==> src/rtl/tsq_pkg.sv <==
// shared types and constants for the thick segment quad expander
package tsq_pkg;

  typedef logic signed [31:0] coord_t;
  typedef logic signed [33:0] wide_coord_t;

  typedef struct packed {
    logic signed [31:0] start_x;
    logic signed [31:0] start_y;
    logic signed [31:0] start_z;
    logic signed [31:0] end_x;
    logic signed [31:0] end_y;
    logic signed [31:0] end_z;
    logic signed [31:0] eye_x;
    logic signed [31:0] eye_y;
    logic signed [31:0] eye_z;
    logic [30:0]        radius;
    logic [31:0]        color_rgba;
  } tsq_in_t;

  typedef struct packed {
    logic signed [31:0] vertex_x;
    logic signed [31:0] vertex_y;
    logic signed [31:0] vertex_z;
    logic [31:0]        vertex_color;
    logic               vertex_last;
  } tsq_out_t;

  // classified segment waiting for the back end
  typedef struct packed {
    logic [2:0][31:0] pos_s;
    logic [2:0][31:0] pos_e;
    logic [2:0][31:0] ab_mag;
    logic [2:0]       ab_neg;
    logic [2:0][33:0] w2;
    logic [30:0]      hw;
    logic [31:0]      color;
    logic             degen;
  } tsq_job_t;

  // quad corners handed to the vertex emitter
  typedef struct packed {
    logic [2:0][33:0] va;
    logic [2:0][33:0] vb;
    logic [2:0][31:0] side;
    logic [31:0]      color;
  } tsq_set_t;

  localparam logic [62:0] SideEps = 63'd35184372;
  localparam int unsigned NumVerts = 6;

endpackage

==> src/rtl/tsq_front.sv <==
// front end: accepts segments and classifies them into queue entries
module tsq_front import tsq_pkg::*; (
  input  logic     valid_i,
  output logic     stall_o,
  input  tsq_in_t  req_i,
  input  logic     full_i,
  output logic     push_o,
  output tsq_job_t job_o
);

  logic [2:0][31:0] s, e, y;
  logic [2:0][32:0] diff;
  logic [2:0][32:0] dmag;

  assign stall_o = full_i;
  assign push_o  = valid_i & ~full_i;

  always_comb begin
    s = {req_i.start_z, req_i.start_y, req_i.start_x};
    e = {req_i.end_z, req_i.end_y, req_i.end_x};
    y = {req_i.eye_z, req_i.eye_y, req_i.eye_x};
    job_o = '0;
    for (int i = 0; i < 3; i++) begin
      diff[i] = {e[i][31], e[i]} - {s[i][31], s[i]};
      dmag[i] = diff[i][32] ? 33'(-diff[i]) : diff[i];
      job_o.pos_s[i]  = s[i];
      job_o.pos_e[i]  = e[i];
      job_o.ab_mag[i] = dmag[i][31:0];
      job_o.ab_neg[i] = diff[i][32];
      // twice the vector from the segment midpoint to the eye
      job_o.w2[i] = {y[i][31], y[i], 1'b0} - {{2{s[i][31]}}, s[i]}
                    - {{2{e[i][31]}}, e[i]};
    end
    job_o.hw    = req_i.radius;
    job_o.color = req_i.color_rgba;
    job_o.degen = ~|{dmag[2], dmag[1], dmag[0]};
  end

endmodule

==> config.mk <==
export PLATFORM = sky130hd
export DESIGN_NAME = tsq_front
export DESIGN_NICKNAME = d
export VERILOG_FILES = /design/src/rtl/tsq_pkg.sv /design/src/rtl/tsq_front.sv
export SDC_FILE = /design/constraint.sdc
export NUM_CORES = 1
export LEC_CHECK = 0
export BUFFER_PORTS_ARGS = -buffer_cell sky130_fd_sc_hd__buf_2
export CAP_MARGIN = 20
export CORE_AREA = 2 2 321 323
export DETAILED_ROUTE_END_ITERATION = 6
export DIE_AREA = 0 0 323 325
export GPL_ROUTABILITY_DRIVEN = 1
export PLACE_DENSITY = 0.43
export SETUP_SLACK_MARGIN = 0.05
export SLEW_MARGIN = 20
export SYNTH_ARGS = -nofsm -noshare
export SYNTH_HDL_FRONTEND = slang
export SYNTH_SLANG_ARGS = --single-unit
==> constraint.sdc <==
create_clock -name vclk -period 13.6
set_input_delay 0.68 -clock vclk [all_inputs]
set_output_delay 0.68 -clock vclk [all_outputs]
set_load 0.05 [all_outputs]
[Word level (Yosys, flattened, before mapping)]
Cells that the tools add are included.
Word-level totals
  word-level logic and storage cells: 19
  register bits: 0
Cells by class
  bitwise operators: 2
  add/sub/neg operators: 12
  mux-type cells: 3
  reductions and logical operators: 2
Operator list (number)
  $sub 33x32->34: 3
  $sub 34x34->34: 3
  $mux 33: 3
  $neg 33->33: 3
  $reduce_or 99->1: 1
  $sub 32x32->33: 3
  $and 1x1->1: 1
  $logic_not 1->1: 1
  $not 1->1: 1

[Depth between registers and ports, before layout]
  depth after elaboration: 5
  mapped depth: 21

[Worst setup path before layout]
OpenSTA, ideal clock, no wires.
  path type: input -> output
  start point: in req_i[293] (netlist name)
  end point: out job_o[0] (netlist name)
  path buffers: 1
  cell stages on the path: 18
  data arrival time: 5.550 ns
  setup slack: 7.370 ns
  path through: inv_1 > ha_1 > clkbuf_1 > or3b_1 > a311o_1 > o211a_1 > o211ai_1 > a21boi_0 > or4_1 > nor4b_1 > a31oi_1 > xnor2_1 > nor3_1 > nand4b_1 > a2111oi_2 > or4b_1 > nor4_2 > o2111a_1
RTL lines
  start, declared: line tsq_front.sv:5  | input tsq_in_t req_i,
  end, declared: line tsq_front.sv:8  | output tsq_job_t job_o

==> out/qor.yml <==
drt:
  drt_iter0_drc: 756
  vias: 19000
  drt-pass1-iter-count: 5
  ant_nets: 0
  route.detailed.drc: 0
  avgRoutedWirePerCell_um: 18.9
  drt_wl_total_mm: 82.4
  via_per_inst: 4.37
setup_path:
  worstSetupPathType: "in -> out"
  worstPathMaxFanout: 25
  max_stage_delay_ns: 0.55
  crit_required_ns: 12.92
  start_kind: "input pin"
  end_kind: "output port"
  worstPathCellList: "buf_2 -> inv_1 -> ha_1 -> fa_1 -> o21bai_1 -> a211oi_1 -> o21ai_1 -> and4_1 -> o2111ai_1 -> a21oi_1 -> or2_1 -> inv_2 -> o21ai_0 -> xnor2_1 -> or4_1 -> or4_1 -> nor3_1 -> nand4_1 -> nor4bb_2 -> o2111a_1 -> buf_2"
  crit_slowest_cell: "or2_1"
  arrival_ns: 6.87
floorplanning:
  coreArea_mm2: 0.101
  io-pin-count: 812
  die_w_um: 323
  start_util: 0.188
  rows: 117
  die_h_um: 325
  dieArea_mm2: 0.105
sta:
  hold_viol_final: 0
  clock.fmax_mhz: 133
  post-route-period-util: 0.555
  finalCriticalPeriod_ns: 7.55
  tightestPinTransition_ns: 1.03
  finalSetupViolations: 0
  max_slew_margin: 0.309
  rsz0062_at_grt: "false"
  drv_slew: 0
  fin_setup_tns_ns: 0
global_routing:
  grt_pass1_vias: 18700
  grt_overflow: 0
  grt_antenna_before_repair: 11
  grt_use_total: 0.148
  grt_pass1_wl_mm: 119
  grt_max_degree: 35
final_layout:
  nNetsFinal: 3724
  fillers: 11700
  drive_gt1_frac: 0.253
  final_common_cell: "buf_2"
  n_clock_buffer: 0
  most-common-layout-cells: "buf_2 (686), ha_1 (293), inv_1 (291), nor2_1 (199), xnor2_1 (184)"
  design.seq.count: 0
  seqCellArea_um2: 0
  syn_to_final_growth_pct: 16.6
clocking:
  hold_buffers: 0
  post_cts_resized: 0
  cts_setup_buffers: 0
place:
  port_buffers: 686
  routabilityCongestion: 0.847
  hpwl_mm: 75.7
hold_path:
  hold_class: "in -> out"
yosys:
  yosys.area.top_type_share: 0.192
  synthTopCellsByArea: "ha_1 (19%), fa_1 (10%), buf_4 (10%)"
  yosysSeqAreaShare: 0
  ys_types: 95
  synth_warnings: 0
  syn_area_mm2: 0.0191
  avgSynthCellArea_um2: 7.38
  synth_top_cell_by_area: "ha_1"
  syn_inst: 2583
  synth.net_count: 3325
run_status:
  status: "finished clean"
flow_run:
  cap_viol_max_count: 0
-- critical path: cells and delay by family --
| family | cells | cell delay [ns] |
|---|---|---|
| compound gates | 7 | 1.93 |
| xor+xnor | 1 | 0.12 |
| fa+ha+maj | 2 | 0.67 |
| buf+inv | 4 | 0.78 |
| simple gates | 7 | 2.66 |
-- final timing paths --
| path | start | endpoint | slack (ns) | cells past startpoint |
|---|---|---|---|---|
| max | req_i[223] | job_o[0] | 6.05 | 21 |
| min | req_i[9] | job_o[10] | 1.36 | 0 |
-- logic make-up (layout without fill, tap and decap cells) --
| group | Yosys count | count (layout) | share of synthesized area |
|---|---|---|---|
| AO/OA/AOI/OAI | 595 | 595 | 0.212 |
| buffers and inverters | 589 | 986 | 0.167 |
| multiplexers | 9 | 9 | 0.00505 |
| XOR/XNOR | 259 | 259 | 0.119 |
| adder cells (fa/ha/maj) | 391 | 391 | 0.294 |
| other | 0 | 2 | 0 |
| AND/OR/NAND/NOR | 740 | 740 | 0.203 |
-- per-stage QoR --
step | setup slack [ns] | hold WS [ns] | std cells | instance area [um2] | utilization
after floorplan | 7.37 | 1.53 | 2583 | 19100 | -
after global placement | 5.90 | 1.36 | 4348 | 22200 | 0.219
after detailed placement | 5.86 | 1.36 | 4348 | 22200 | 0.219
after CTS | 5.86 | 1.36 | 4348 | 22200 | 0.219
after global routing | 5.55 | 1.36 | 4348 | 22200 | 0.219
final | 6.05 | 1.36 | 4350 | 22200 | 0.219
-- metal layers --
metal / global-route usage / share of wire / up-vias
li1: - / - / 9478
met1: 0.190 / 0.45 / 8952
met2: 0.265 / 0.48 / 549
met3: 0.0284 / 0.062 / 42
met4: 0.00920 / 0.0074 / 6
met5: 0 / 0.00046 / -
-- synthesized netlist by cell type, drive strengths merged (10+ instances only) --
cell type and instances:
a2111oi 10, a211oi 21, a21o 44, a21oi 165
a31oi 40, and2 17, and3 25, buf 261
clkbuf 35, fa 96, ha 293, inv 293
nand2 111, nand2b 30, nand3 60, nand4 24
nor2 200, nor2b 56, nor3 76, nor3b 14
nor4 36, o211ai 13, o21a 21, o21ai 99
o21bai 27, o31ai 29, o41ai 10, or2 24
or3 23, or4 15, xnor2 184, xor2 75
-- cell type report --
type	count	area [um2]	area share
repair buffers	693	3490	0.157
well taps	1368	1710	0.0770
inverters	293	1100	0.0495
diodes	2	5.00	0.000225
multi-input cells	1994	15900	0.716
