**config.mk**
```make
export PLATFORM = sky130hd
export DESIGN_NAME = tsq_queue
export DESIGN_NICKNAME = d
export VERILOG_FILES = /design/src/rtl/tsq_pkg.sv /design/src/rtl/tsq_queue.sv
export SDC_FILE = /design/constraint.sdc
export NUM_CORES = 1
export LEC_CHECK = 0
export BUFFER_PORTS_ARGS = -buffer_cell sky130_fd_sc_hd__buf_4
export CORE_ASPECT_RATIO = 1.2
export CORE_UTILIZATION = 40
export CTS_CLUSTER_SIZE = 40
export DETAILED_ROUTE_END_ITERATION = 10
export HOLD_SLACK_MARGIN = 0.02
export PLACE_DENSITY_LB_ADDON = 0.15
export SYNTH_ARGS = -nofsm -noshare
export SYNTH_HDL_FRONTEND = slang
export SYNTH_SLANG_ARGS = --single-unit
```
**constraint.sdc**
```tcl
create_clock -name clk_i -period 13.1 [get_ports clk_i]
set_input_delay 1.31 -clock clk_i [delete_from_list [all_inputs] [get_ports clk_i]]
set_output_delay 1.31 -clock clk_i [all_outputs]
set_load 0.02 [all_outputs]
```
**src/rtl/tsq_pkg.sv**
```systemverilog
// shared types and constants for the thick segment quad expander
package tsq_pkg;

  typedef logic signed [31:0] coord_t;
  typedef logic signed [33:0] wide_coord_t;

  typedef struct packed {
    logic signed [31:0] start_x;
    logic signed [31:0] start_y;
    logic signed [31:0] start_z;
    logic signed [31:0] end_x;
    logic signed [31:0] end_y;
    logic signed [31:0] end_z;
    logic signed [31:0] eye_x;
    logic signed [31:0] eye_y;
    logic signed [31:0] eye_z;
    logic [30:0]        radius;
    logic [31:0]        color_rgba;
  } tsq_in_t;

  typedef struct packed {
    logic signed [31:0] vertex_x;
    logic signed [31:0] vertex_y;
    logic signed [31:0] vertex_z;
    logic [31:0]        vertex_color;
    logic               vertex_last;
  } tsq_out_t;

  // classified segment waiting for the back end
  typedef struct packed {
    logic [2:0][31:0] pos_s;
    logic [2:0][31:0] pos_e;
    logic [2:0][31:0] ab_mag;
    logic [2:0]       ab_neg;
    logic [2:0][33:0] w2;
    logic [30:0]      hw;
    logic [31:0]      color;
    logic             degen;
  } tsq_job_t;

  // quad corners handed to the vertex emitter
  typedef struct packed {
    logic [2:0][33:0] va;
    logic [2:0][33:0] vb;
    logic [2:0][31:0] side;
    logic [31:0]      color;
  } tsq_set_t;

  localparam logic [62:0] SideEps = 63'd35184372;
  localparam int unsigned NumVerts = 6;

endpackage

```
**src/rtl/tsq_queue.sv**
```systemverilog
// short queue between the front and back ends
module tsq_queue import tsq_pkg::*; #(
  parameter int unsigned Depth = 4
) (
  input  logic     clk_i,
  input  logic     rst_ni,
  input  logic     push_i,
  input  tsq_job_t job_i,
  output logic     full_o,
  input  logic     pop_i,
  output logic     empty_o,
  output tsq_job_t job_o
);

  localparam int unsigned PtrW = (Depth > 1) ? $clog2(Depth) : 1;
  localparam int unsigned CntW = $clog2(Depth + 1);

  tsq_job_t        mem_q [Depth];
  logic [PtrW-1:0] wr_q, rd_q;
  logic [CntW-1:0] cnt_q;

  assign full_o  = (cnt_q == CntW'(Depth));
  assign empty_o = (cnt_q == '0);
  assign job_o   = mem_q[rd_q];

  always_ff @(posedge clk_i) begin
    if (push_i) begin
      mem_q[wr_q] <= job_i;
    end
  end

  always_ff @(posedge clk_i or negedge rst_ni) begin
    if (!rst_ni) begin
      wr_q  <= '0;
      rd_q  <= '0;
      cnt_q <= '0;
    end else begin
      if (push_i) begin
        wr_q <= (wr_q == PtrW'(Depth - 1)) ? '0 : wr_q + PtrW'(1);
      end
      if (pop_i) begin
        rd_q <= (rd_q == PtrW'(Depth - 1)) ? '0 : rd_q + PtrW'(1);
      end
      if (push_i && !pop_i) begin
        cnt_q <= cnt_q + CntW'(1);
      end else if (pop_i && !push_i) begin
        cnt_q <= cnt_q - CntW'(1);
      end
    end
  end

`ifndef SYNTH
  a_no_overflow: assert property (@(posedge clk_i) disable iff (!rst_ni)
    full_o |=> !(cnt_q == '0) && (cnt_q <= CntW'(Depth)))
    else $error("queue count out of range");
  a_pop_nonempty: assert property (@(posedge clk_i) disable iff (!rst_ni)
    pop_i |-> !empty_o)
    else $error("pop from empty queue");
  a_push_room: assert property (@(posedge clk_i) disable iff (!rst_ni)
    push_i |-> !full_o)
    else $error("push into full queue");
`endif

endmodule

```
Word level (Yosys, flattened, before mapping)
Memories as Yosys holds them, arrays and structs flattened.
Cells that the tools add are included.
W data, S select, Z words.
{"block": "totals", "regBits": 7, "latchBits": 0, "ram_bits": 1828, "mem_bits_ro": 0, "output_inout_bits": 459, "wordCells": 23, "n_memories": 1}
{"name": "mem_q", "depth": 4, "word_bits": 457, "read_ports": 1, "rd_clocked_by_memory_dff": 0, "write_ports": 1, "line": "tsq_queue.sv:18", "text": "tsq_job_t mem_q [Depth];"}
{"block": "op_classes", "n_addsub": 4, "mul": 0, "n_div": 0, "order_cmp": 0, "n_eq_ne": 3, "n_shift": 0, "muxes": 6, "n_bitwise": 0, "n_reduce_logical": 6}
{"op": "$mux W3", "count": 2}
{"op": "$add A2 B1 Y2 const B", "count": 2}
{"op": "$eq A2 B2 Y1 const B", "count": 2}
{"op": "$mux W2", "count": 2}
{"op": "$add A3 B1 Y3 const B", "count": 1}
{"op": "$eq A3 B3 Y1 const B", "count": 1}
{"op": "$logic_not A3 Y1", "count": 1}
{"op": "$sub A3 B1 Y3 const B", "count": 1}
{"op": "$logic_and A1 B1 Y1", "count": 2}
{"op": "$logic_not A1 Y1", "count": 2}
{"op": "$mux W1", "count": 2}
{"op": "$reduce_bool A2 Y1", "count": 1}

Longest topological paths before layout
{"block": "depth", "depth_word": 4, "mapped_depth": 7, "mapped_depth_nobuf": 7}

Worst setup path after synthesis
OpenSTA, ideal clock, no wires.
{"block": "synth_path", "path_type": "input to register", "start": "in push_i", "end": "mem mem_q[2][0] (netlist name) (enable)", "setup_ns": 0.878, "arrival_time_ns": 11.576, "slack_ns": 0.646, "cell_stages": 1, "path_buffers": 0, "cell_sequence": "and2_1"}
{"block": "synth_via", "elab_chain_cells": 2}
{"element": "from (decl)", "line": "tsq_queue.sv:7", "text": "input logic push_i,"}
{"element": "$mux W1", "line": "tsq_queue.sv:27", "text": "if (push_i) begin"}
{"element": "$mux W1 (not written as such)", "line": "tsq_queue.sv:28", "text": "mem_q[wr_q] <= job_i;"}
{"element": "to (decl)", "line": "tsq_queue.sv:18"}
Every way passes these cells.

==> impl_metrics.yaml <==
status:
  status: "complete, no violations"
sta:
  fin_ws_ps: 6900
  timing.hold.ws_ps: 340
  tightest_slew_ps: 1380
  relSlewSlack_pct: 8.18
  finalSetupViolCount: 0
  hold_violations: 0
  rsz0062_at_grt: "no"
  fin_crit_sh_pct: 47.3
  skew_ps: 43.2
  drv_slew: 0
  finalCriticalPeriod_ps: 6200
  tns_ps: 0
  max_freq_mhz: 161
synthesis:
  synth_top_family_by_area: "multiplexers"
  yosys.area_share.xor_xnor_pct: 0.0396
  synth-simple-area-share_pct: 0.0848
  ys_warn_count: 0
  syn_area_um2: 66400
  syn_inst: 2424
  yosysUniqueCellTypes: 18
  ys_seq_area_share_pct: 82.9
  synthMuxAreaShare_pct: 15.6
  synth_fa_ha_area_share_pct: 0.143
  synth_compound_area_share_pct: 0.0151
  synth-seq-cells: 1835
  synth_fp_nets: 2892
  avgSynthCellArea_um2: 27.4
clocking:
  numCtsBuffers: 181
  post_cts_resized: 0
  path_clk_slew_ps: 60
  cts_tree: "built"
  clk_latency_ps: 810
  clockBufferDepth: 3
  cts_setup_buffers: 0
  hold_buffers: 0
  htreeDepth: 4
  root_buffer: "clkbuf_16"
  cts_sinks: 1835
worst_setup_path:
  crit_type: "reg -> out"
  cp-start-kind: "register"
  cp.required_ps: 11790
  path_max_fanout: 103
  reg2regPathDepth: 6
  arrival_ps: 4890
  worst_setup_path_end_kind: "primary output"
global_routing:
  grt_max_degree: 164
  grtUsageTotal_pct: 18.4
  overflow: 0
  grt_pass1_vias: 32255
  antenna_found_initial: 52
  grt_pass1_wl_um: 223000
routing:
  drtPass1Iterations: 6
  routed_wl_um: 155000
  vias_per_cell: 5.18
  ant_nets: 0
  drc: 0
  num_vias: 29828
  drt_iter0_drc: 1871
  wire_per_inst_um: 26.9
cells_and_area:
  nFillCells: 13161
  final_common_cell: "edfxtp_1"
  syn_to_final_growth_pct: 22.6
  final_cells: 5763
  drive_gt1_share_pct: 46.2
  nets: 3922
  stdcell_area_um2: 81400
  finish.utilization_pct: 49.4
  layout_common_cells: "edfxtp_1 (1828), buf_4 (936), mux4_2 (457), clkbuf_16 (184), clkbuf_1 (46)"
floorplanning:
  die-width_um: 374
  ios: 920
  core_area_um2: 165000
  die_h_um: 448
  die_area_um2: 168000
  start_util_pct: 40.3
  fp-row-count: 163
power_and_ir_drop:
  pwr-share-seq_pct: 40.5
  irDropWorstVdd_mv: 0.172
  clock_power_share_pct: 26.1
  pwr-share-comb_pct: 33.3
  power.density_nw_per_um2: 235
  switching_share_pct: 31.7
  cellInternalPower_mw: 13.1
  switching_power_mw: 6.07
  leakagePower_nw: 27.3
  finalPower_mw: 19.1
hold_path:
  hp-class: "in -> async"
placed_design:
  dpl.hpwl_um: 98400
  pre_cts_slack_ps: 7530
  placed_cell_area_um2: 75600
  io_buffers: 919
  dp.cells: 5416
  place_congestion: 0.803
job:
  drv_cap: 0
-- kinds of logic (layout without fill, tap and decap cells) --
logic type | count (synthesis) | after routing
AOI/OAI and AO/OA | 2 | 2
xor gates and xnor gates | 3 | 3
adders and majority gates | 7 | 7
buffers and inverters | 106 | 1285
DFF | 1835 | 1835
muxes | 460 | 460
other | 0 | 15
and+or+nand+nor | 11 | 11
-- layout make-up --
| class | instances | area [µm²] | area share, % |
|---|---|---|---|
| antenna | 15 | 37.5 | 0.0461 |
| clock buffer | 233 | 4820 | 5.92 |
| clock inverter | 99 | 940 | 1.15 |
| inverter | 4 | 15.0 | 0.0184 |
| multi-input combinational | 483 | 10500 | 12.9 |
| sequential | 1835 | 55100 | 67.7 |
| tap | 2145 | 2680 | 3.30 |
| timing repair buffer | 949 | 7290 | 8.95 |
-- power groups by stage --
stage / Clock (mW) / Sequential (mW) / Combinational (mW)
2_1_floorplan: 0 / 8.27 / 3.96
3_3_place_gp: 0 / 7.84 / 6.50
3_5_place_dp: 0 / 7.89 / 6.52
4_1_cts: 5.14 / 7.77 / 6.54
5_1_grt: 5.35 / 7.84 / 6.74
6_report: 5.00 / 7.76 / 6.38
-- flip-flops by register name, indices dropped and copies added, names as in the netlist --
signal	flops
cnt_q	3
wr_q	2
mem_q	1828
rd_q	2
-- layer usage --
| layer | vias up | GRT usage (%) | wire length [µm] |
|---|---|---|---|
| met1 | 15717 | 21.2 | 56400 |
| met3 | 284 | 8.17 | 15800 |
| met5 | - | 0 | 422 |
| li1 | 12688 | - | - |
| met4 | 68 | 6.31 | 4230 |
| met2 | 1071 | 30.4 | 78400 |
-- cells in the mapped netlist --
library cell	instances	area [µm²]
o21ai_0	2	10.0
fa_1	1	20.0
clkbuf_1	7	26.3
buf_6	47	529
dfrtp_1	7	175
mux2_2	3	33.8
inv_1	4	15.0
nand2_1	2	7.51
nor3_1	1	5.00
buf_2	48	240
xnor2_1	1	8.76
nor3b_1	1	7.51
ha_1	6	75.1
mux4_2	457	10300
nor2_1	3	11.3
edfxtp_1	1828	54900
xor2_1	2	17.5
and2_1	4	25.0
-- path summary, 6_finish.rpt --
path | start | end | slack [ps]
min in group clk_i | cnt_q[2]$_DFFE_PN0P_ | cnt_q[2]$_DFFE_PN0P_ | 500
hold / removal | rst_ni | rd_q[1]$_DFFE_PN0P_ | 340
setup / recovery | rd_q[0]$_DFFE_PN0P_ | job_o[264] | 6900
hold reg to reg | cnt_q[2]$_DFFE_PN0P_ | cnt_q[2]$_DFFE_PN0P_ | 500
max in group asynchronous | rst_ni | cnt_q[0]$_DFFE_PN0P_ | 12590
setup reg to reg | wr_q[1]$_DFFE_PN0P_ | mem_q[1][259]$_DFFE_PP_ | 8670
-- worst max-delay path: stages (launching register included) --
cell	delay, ps
dfrtp_4	800
buf_4	840
buf_12	680
buf_12	620
mux4_2	630
buf_4	180
Power figures use the tool's default switching activity.
