<file path="src/rtl/tsq_pkg.sv">
// shared types and constants for the thick segment quad expander
package tsq_pkg;

  typedef logic signed [31:0] coord_t;
  typedef logic signed [33:0] wide_coord_t;

  typedef struct packed {
    logic signed [31:0] start_x;
    logic signed [31:0] start_y;
    logic signed [31:0] start_z;
    logic signed [31:0] end_x;
    logic signed [31:0] end_y;
    logic signed [31:0] end_z;
    logic signed [31:0] eye_x;
    logic signed [31:0] eye_y;
    logic signed [31:0] eye_z;
    logic [30:0]        radius;
    logic [31:0]        color_rgba;
  } tsq_in_t;

  typedef struct packed {
    logic signed [31:0] vertex_x;
    logic signed [31:0] vertex_y;
    logic signed [31:0] vertex_z;
    logic [31:0]        vertex_color;
    logic               vertex_last;
  } tsq_out_t;

  // classified segment waiting for the back end
  typedef struct packed {
    logic [2:0][31:0] pos_s;
    logic [2:0][31:0] pos_e;
    logic [2:0][31:0] ab_mag;
    logic [2:0]       ab_neg;
    logic [2:0][33:0] w2;
    logic [30:0]      hw;
    logic [31:0]      color;
    logic             degen;
  } tsq_job_t;

  // quad corners handed to the vertex emitter
  typedef struct packed {
    logic [2:0][33:0] va;
    logic [2:0][33:0] vb;
    logic [2:0][31:0] side;
    logic [31:0]      color;
  } tsq_set_t;

  localparam logic [62:0] SideEps = 63'd35184372;
  localparam int unsigned NumVerts = 6;

endpackage

</file>
<file path="src/rtl/tsq_emit.sv">
// vertex emitter: walks the six quad vertices with saturation
module tsq_emit import tsq_pkg::*; (
  input  logic     clk_i,
  input  logic     rst_ni,
  input  logic     push_i,
  input  tsq_set_t set_i,
  output logic     full_o,
  output logic     out_valid_o,
  input  logic     out_stall_i,
  output tsq_out_t out_req_o
);

  localparam logic [2:0] LastVert = 3'(NumVerts - 1);
  // corner b on vertices one, two, four; plus side on two, four, five
  localparam logic [5:0] UseBMask = 6'b010110;
  localparam logic [5:0] PlusMask = 6'b110100;
  localparam logic signed [34:0] VMax = 35'sd2147483647;
  localparam logic signed [34:0] VMin = -35'sd2147483648;

  tsq_set_t   set_q;
  logic       full_q;
  logic [2:0] k_q;
  logic       take;
  logic [2:0][33:0]        base;
  logic signed [2:0][34:0] v;
  logic [2:0][31:0]        vs;

  assign full_o      = full_q;
  assign out_valid_o = full_q;
  assign take        = full_q & ~out_stall_i;

  always_comb begin
    for (int i = 0; i < 3; i++) begin
      base[i] = UseBMask[k_q] ? set_q.vb[i] : set_q.va[i];
      if (PlusMask[k_q]) begin
        v[i] = $signed({base[i][33], base[i]})
               + $signed({{3{set_q.side[i][31]}}, set_q.side[i]});
      end else begin
        v[i] = $signed({base[i][33], base[i]})
               - $signed({{3{set_q.side[i][31]}}, set_q.side[i]});
      end
      if ($signed(v[i]) > VMax) begin
        vs[i] = 32'h7fffffff;
      end else if ($signed(v[i]) < VMin) begin
        vs[i] = 32'h80000000;
      end else begin
        vs[i] = v[i][31:0];
      end
    end
    out_req_o.vertex_x     = vs[0];
    out_req_o.vertex_y     = vs[1];
    out_req_o.vertex_z     = vs[2];
    out_req_o.vertex_color = set_q.color;
    out_req_o.vertex_last  = (k_q == LastVert);
  end

  always_ff @(posedge clk_i) begin
    if (push_i) begin
      set_q <= set_i;
    end
  end

  always_ff @(posedge clk_i or negedge rst_ni) begin
    if (!rst_ni) begin
      full_q <= 1'b0;
      k_q    <= '0;
    end else begin
      if (push_i) begin
        full_q <= 1'b1;
        k_q    <= '0;
      end else if (take) begin
        if (k_q == LastVert) begin
          full_q <= 1'b0;
          k_q    <= '0;
        end else begin
          k_q <= k_q + 3'd1;
        end
      end
    end
  end

`ifndef SYNTH
  a_push_empty: assert property (@(posedge clk_i) disable iff (!rst_ni)
    push_i |-> !full_q)
    else $error("emitter overwritten while busy");
  a_k_range: assert property (@(posedge clk_i) disable iff (!rst_ni)
    k_q <= LastVert)
    else $error("vertex index out of range");
  a_last_frees: assert property (@(posedge clk_i) disable iff (!rst_ni)
    (take && out_req_o.vertex_last && !push_i) |=> !full_q)
    else $error("emitter busy after last vertex");
`endif

endmodule

</file>
<file path="config.mk">
export PLATFORM = sky130hd
export DESIGN_NAME = tsq_emit
export DESIGN_NICKNAME = d
export VERILOG_FILES = /design/src/rtl/tsq_pkg.sv /design/src/rtl/tsq_emit.sv
export SDC_FILE = /design/constraint.sdc
export NUM_CORES = 1
export LEC_CHECK = 0
export BUFFER_PORTS_ARGS = -buffer_cell sky130_fd_sc_hd__clkbuf_2
export CAP_MARGIN = 15
export CORE_MARGIN = 4
export CORE_UTILIZATION = 50
export CTS_CLUSTER_DIAMETER = 200
export DETAILED_ROUTE_END_ITERATION = 10
export PLACE_DENSITY_LB_ADDON = 0.1
export SYNTH_ARGS = -nofsm -noshare
export SYNTH_HDL_FRONTEND = slang
export SYNTH_SLANG_ARGS = --single-unit
</file>
<file path="constraint.sdc">
create_clock -name clk_i -period 14 [get_ports clk_i]
set_input_delay 3.5 -clock clk_i [delete_from_list [all_inputs] [get_ports clk_i]]
set_output_delay 3.5 -clock clk_i [all_outputs]
set_load 0.02 [all_outputs]
</file>
# --- Yosys cells after proc, flatten, opt, wreduce, memory -nomap -nowiden ---
# Memory sizes are Yosys's and may differ from the RTL's.
# Index checks and enable logic that the tools add are counted.
word_totals:
  ff_bits: 336
  mem_bits_ro: 16
  inputBits: 336
  out_inout_bits: 131
  n_memories: 2
mem_list:
  columns: ["name", "words", "width", "read_ports", "rd_clocked_by_memory_dff", "write_ports", "line_no", "source"]
  rows:
  - ["(no name shown)", 8, 1, 1, 0, 0, "tsq_emit.sv:35", "if (PlusMask[k_q]) begin"]
  - ["(no name shown)", 8, 1, 1, 0, 0, "tsq_emit.sv:34", "base[i] = UseBMask[k_q] ? set_q.vb[i] : set_q.va[i];"]
op_classes:
  n_addsub: 7
  n_lt_le_gt_ge: 7
  n_eq_ne: 1
  mux: 20
  bitwise_logic: 2
  n_reduce_logical: 3
ops:
  columns: ["cell", "n"]
  rows:
  - ["$mux W32", 6]
  - ["$add A34 B32 Y35", 3]
  - ["$gt A35 B32 Y1 const B", 3]
  - ["$lt A35 B32 Y1 const B", 3]
  - ["$mux W35", 3]
  - ["$sub A34 B32 Y35", 3]
  - ["$mux W34", 3]
  - ["$mux W3", 3]
  - ["$mux W1", 5]
  - ["$lt A3 B4 Y1 const B", 1]
  - ["$reduce_bool A2 Y1", 2]
  - ["$add A3 B1 Y3 const B", 1]
  - ["$eq A3 B3 Y1 const B", 1]
  - ["$reduce_and A2 Y1", 1]
  - ["$and A1 B1 Y1", 1]
  - ["$not A1 Y1", 1]

# --- Longest topological paths before layout ---
depth:
  ltp_word: 8
  mapped_depth: 20
  ltp_nobuf: 18

# --- Worst setup path after synthesis ---
# No wires, ideal clock.
synth_timing:
  kind: "flip-flop to output port"
  from: "reg set_q[103] (netlist bit)"
  to: "out out_req_o[61] (netlist bit)"
  arrival_time_ps: 4951
  required_time_ps: 10500
  path_slack_ps: 5549
  stages_incl_launch_ff: 16
  path_buffers: 0
  path_cell_list: "edfxtp_1 -> or4_4 -> or3_1 -> or4_1 -> or4_1 -> o41ai_1 -> xnor2_1 -> ha_1 -> and3_1 -> nor3b_1 -> a221oi_1 -> o21ai_0 -> a31oi_1 -> xor2_1 -> o31a_4 -> o31ai_2"
synth_rtl:
  columns: ["element", "line_no", "source"]
  rows:
  - ["from (decl)", "tsq_emit.sv:20", "tsq_set_t set_q;"]
  - ["from (signal assigned)", "tsq_emit.sv:59", "set_q <= set_i;"]
  - ["to (decl)", "tsq_emit.sv:10", "output tsq_out_t out_req_o"]

==> metrics.txt <==
outcome complete, no violations; largest buffer count on any clock path 3; CTS tree built; Slew Limit Fails 0; Final GP Congestion 0.901; number of top-level pins 467; Overall Power 4.40 mW; count of input and output buffers 466; highest clock frequency the design can meet 0.0978 GHz; count of flip-flops with a built-in enable after synthesis 332; clock transition at the registers of the reported paths 50 ps; mean instance size in the synthesized netlist 11.4 µm²; largest net degree at the start of global routing 184; setup tns final 0 ps; Worst Path Max Fanout 41; sequential fraction of the synthesis area 49.6%; clock sink count 336; global-route wire length before repair 86100 µm; final hold slack 635 ps; post-layout min period 10220 ps; power per cell area 183 mW/mm²; headroom to the max-slew limit 22.4%; R2R Setup Slk 12650 ps; Min-Delay Path Depth 2; total routing resource utilization after global routing 24.7%; register bit total from synthesis 336; Core Footprint 0.0399 mm²; Post CTS Setup Buffer Count 0; Setup crit end kind output pin; maximum single-stage delay on the critical path 1010 ps; Rows 73; Total Die Area 0.0439 mm²; clock tree root driver cell sky130_fd_sc_hd__clkbuf_16; critical path's slowest cell sky130_fd_sc_hd__o311ai_4; Hold Startpoint k_q[1]; detailed-route wire length 56100 µm; clock insertion delay at the later pin of the skew report 550 ps; final number of hold-violating endpoints 0; vertical die dimension 209 µm; CTS HTree Levels 2; Worst Max-Slew Pin Slew 1160 ps; drt initial violations 1101; number of global-route vias before repair 15500; synth top area cells sky130_fd_sc_hd__edfxtp_1, sky130_fd_sc_hd__ha_1, sky130_fd_sc_hd__mux2_2, sky130_fd_sc_hd__xnor2_1, sky130_fd_sc_hd__xor2_1; count of max-cap constraint violations 0; Yosys cell types 74; Yosys warning total 0; post-synthesis instance total 1776; required time reported for the critical path endpoint 10500 ps; area added between synthesis and finish 18.7%; Netlist Area Pre-Place 0.0203 mm²; fin nets 2629; Avg Vias per Cell 5.66; CP cell instances inv_1 -> ha_1 -> mux2i_4 -> buf_4 -> mux2_2 -> ha_1 -> a21oi_1 -> o21bai_1 -> a2111oi_0 -> a2111oi_0 -> a311oi_1 -> o41ai_1 -> xor2_1 -> o311ai_4 -> o21ai_1 -> clkbuf_2; fin cells 2743; Layout Skew 2.15 ps; peak supply drop 0.000128 V; leading cell type by number of instances after synthesis sky130_fd_sc_hd__edfxtp_1; launching element type of the critical path flip-flop; effective utilization at floorplan 50.9%; number of placed instances, taps included 2668; Critical Setup Path Class reg2out; area share of the largest cell type after synthesis 49.1%; FFs w/ async S/R, synth 1.19%; CP Data Arrival Time 6720 ps; most instantiated cells after synthesis sky130_fd_sc_hd__edfxtp_1, sky130_fd_sc_hd__a21oi_1, sky130_fd_sc_hd__ha_1, sky130_fd_sc_hd__xnor2_1, sky130_fd_sc_hd__mux2_2; Congestion Overflow GR 0; final instance area 0.0241 mm²; total of cells resized after clock tree synthesis 0; routed length per placed instance 20.5 µm; Worst Hold Class reg2reg; detailed placer's ending HPWL 43700 µm; vias 15500; Die X 209 µm; post-route DRC violation count 0; startpoint of the most critical register-to-register path k_q[0]; fraction of final layout cells with drive strength greater than 1 30.8%; number of antenna violations at the first check in global routing 10; Hold Path End k_q[1]; dominant synthesized flop cell sky130_fd_sc_hd__edfxtp_1; capture point of the worst reg-to-reg path k_q[1]; # hold bufs at CTS 0; first-pass iteration count of the detailed router 5; Leakage Power 9.79 nW; number of buffers added by the clock tree synthesis step 37; final clock period utilization by the worst path 73.0%; setup repair after global routing missed its margin no; net count after synthesis 2223; worst-case reg-to-reg path depth 4; top cell type by total area after synthesis sky130_fd_sc_hd__edfxtp_1; final setup violation count 0; number of nets with antenna violations after routing 0; Placement Cell Area 0.0229 mm²
-- area by class of cell --
cell class                      count  area, µm²
Clock inverter                     24        267
Fill cell                        3379      15800
Tap cell                          525        657
Clock buffer                       41        941
Timing Repair Buffer              476       2430
Multi-Input combinational cell   1284       9520
Antenna cell                       10       25.0
Inverter                           47        176
Sequential cell                   336      10100
-- metal layers --
metal  part of all wire, %  vias up  track usage, %
met5                 0.023        -               0
met4                   2.4        2            7.85
met3                   6.8       80            4.80
met2                    46      516            39.1
met1                    45     7414            34.6
li1                      -     7511               -
-- how the worst max path moves through the flow --
stage | to | from | depth (start not counted) | slack [ps]
detailed placement | out_req_o[127] | k_q[0] | 16 | 4330
global route | out_req_o[127] | k_q[0] | 16 | 3530
CTS | out_req_o[127] | k_q[0] | 16 | 3670
finish | out_req_o[127] | k_q[0] | 16 | 3780
floorplan | out_req_o[61] | set_q[103] | 15 | 5550
global placement | out_req_o[127] | k_q[0] | 16 | 4520
-- placed cells by master (no fill, tap or decap), types with 11 or more instances in the layout --
cell	netlist	final
sky130_fd_sc_hd__o31ai_1	25	25
sky130_fd_sc_hd__a21oi_1	127	127
sky130_fd_sc_hd__o41ai_1	13	13
sky130_fd_sc_hd__o21ai_2	31	31
sky130_fd_sc_hd__or4_1	13	13
sky130_fd_sc_hd__or3_1	12	12
sky130_fd_sc_hd__o21a_1	42	42
sky130_fd_sc_hd__o21bai_1	12	12
sky130_fd_sc_hd__o21ai_1	56	56
sky130_fd_sc_hd__and2_1	11	11
sky130_fd_sc_hd__nor3_1	23	23
sky130_fd_sc_hd__o21ai_0	65	65
sky130_fd_sc_hd__nand2b_1	22	22
sky130_fd_sc_hd__nor4_1	12	12
sky130_fd_sc_hd__nor2b_1	14	14
sky130_fd_sc_hd__clkbuf_2	0	465
sky130_fd_sc_hd__mux2_2	103	103
sky130_fd_sc_hd__nand2_1	91	91
sky130_fd_sc_hd__inv_1	47	47
sky130_fd_sc_hd__nand3_1	22	22
sky130_fd_sc_hd__ha_1	108	108
sky130_fd_sc_hd__clkbuf_16	0	37
sky130_fd_sc_hd__a31oi_1	19	19
sky130_fd_sc_hd__a21o_1	52	52
sky130_fd_sc_hd__nand4_1	22	22
sky130_fd_sc_hd__and3_1	16	16
sky130_fd_sc_hd__nor2_1	84	83
sky130_fd_sc_hd__xnor2_1	104	104
sky130_fd_sc_hd__edfxtp_1	332	332
sky130_fd_sc_hd__xor2_1	82	82
-- power breakdown --
part	internal [mW]	switching, mW	leakage (nW)
Combinational	0.792	1.40	5.92
Sequential	1.20	0.0366	3.30
Clock	0.579	0.397	0.570
Total	2.57	1.83	9.79
-- through the flow --
step | util (%) | setup slack [ps]
2_1_floorplan | - | 5550
3_3_place_gp | 57.3 | 4520
3_5_place_dp | 57.3 | 4330
4_1_cts | 60.3 | 3670
5_1_grt | 60.3 | 3530
6_report | 60.3 | 3780
-- kinds of logic (layout without fill, tap and decap cells) --
family                     Yosys count  in the layout  share of synthesized area (%)
and+or+nand+nor                    364            364                           9.15
AOI/OAI and AO/OA                  514            514                           16.5
adders and majority gates          111            111                           6.95
other                                0             10                              0
DFF                                336            336                           49.6
muxes                              109            109                           6.01
buffers and inverters              156            588                           3.76
xor gates and xnor gates           186            186                           8.03
-- worst max-delay path, delay by kind of cell, from the launching register on --
kind / cells / cell delay, ps
AO/OA/AOI/OAI: 8 / 3380
XOR/XNOR: 1 / 210
adder cells (fa/ha/maj): 2 / 670
buffers and inverters: 3 / 860
flip-flops: 1 / 460
multiplexers: 2 / 560
-- flip-flops by register name, indices dropped and copies added, names as in the netlist --
signal / flops
set_q: 300
out_req_o: 32
k_q: 3
full_o: 1
No activity file was read; power rests on OpenSTA's default activity.
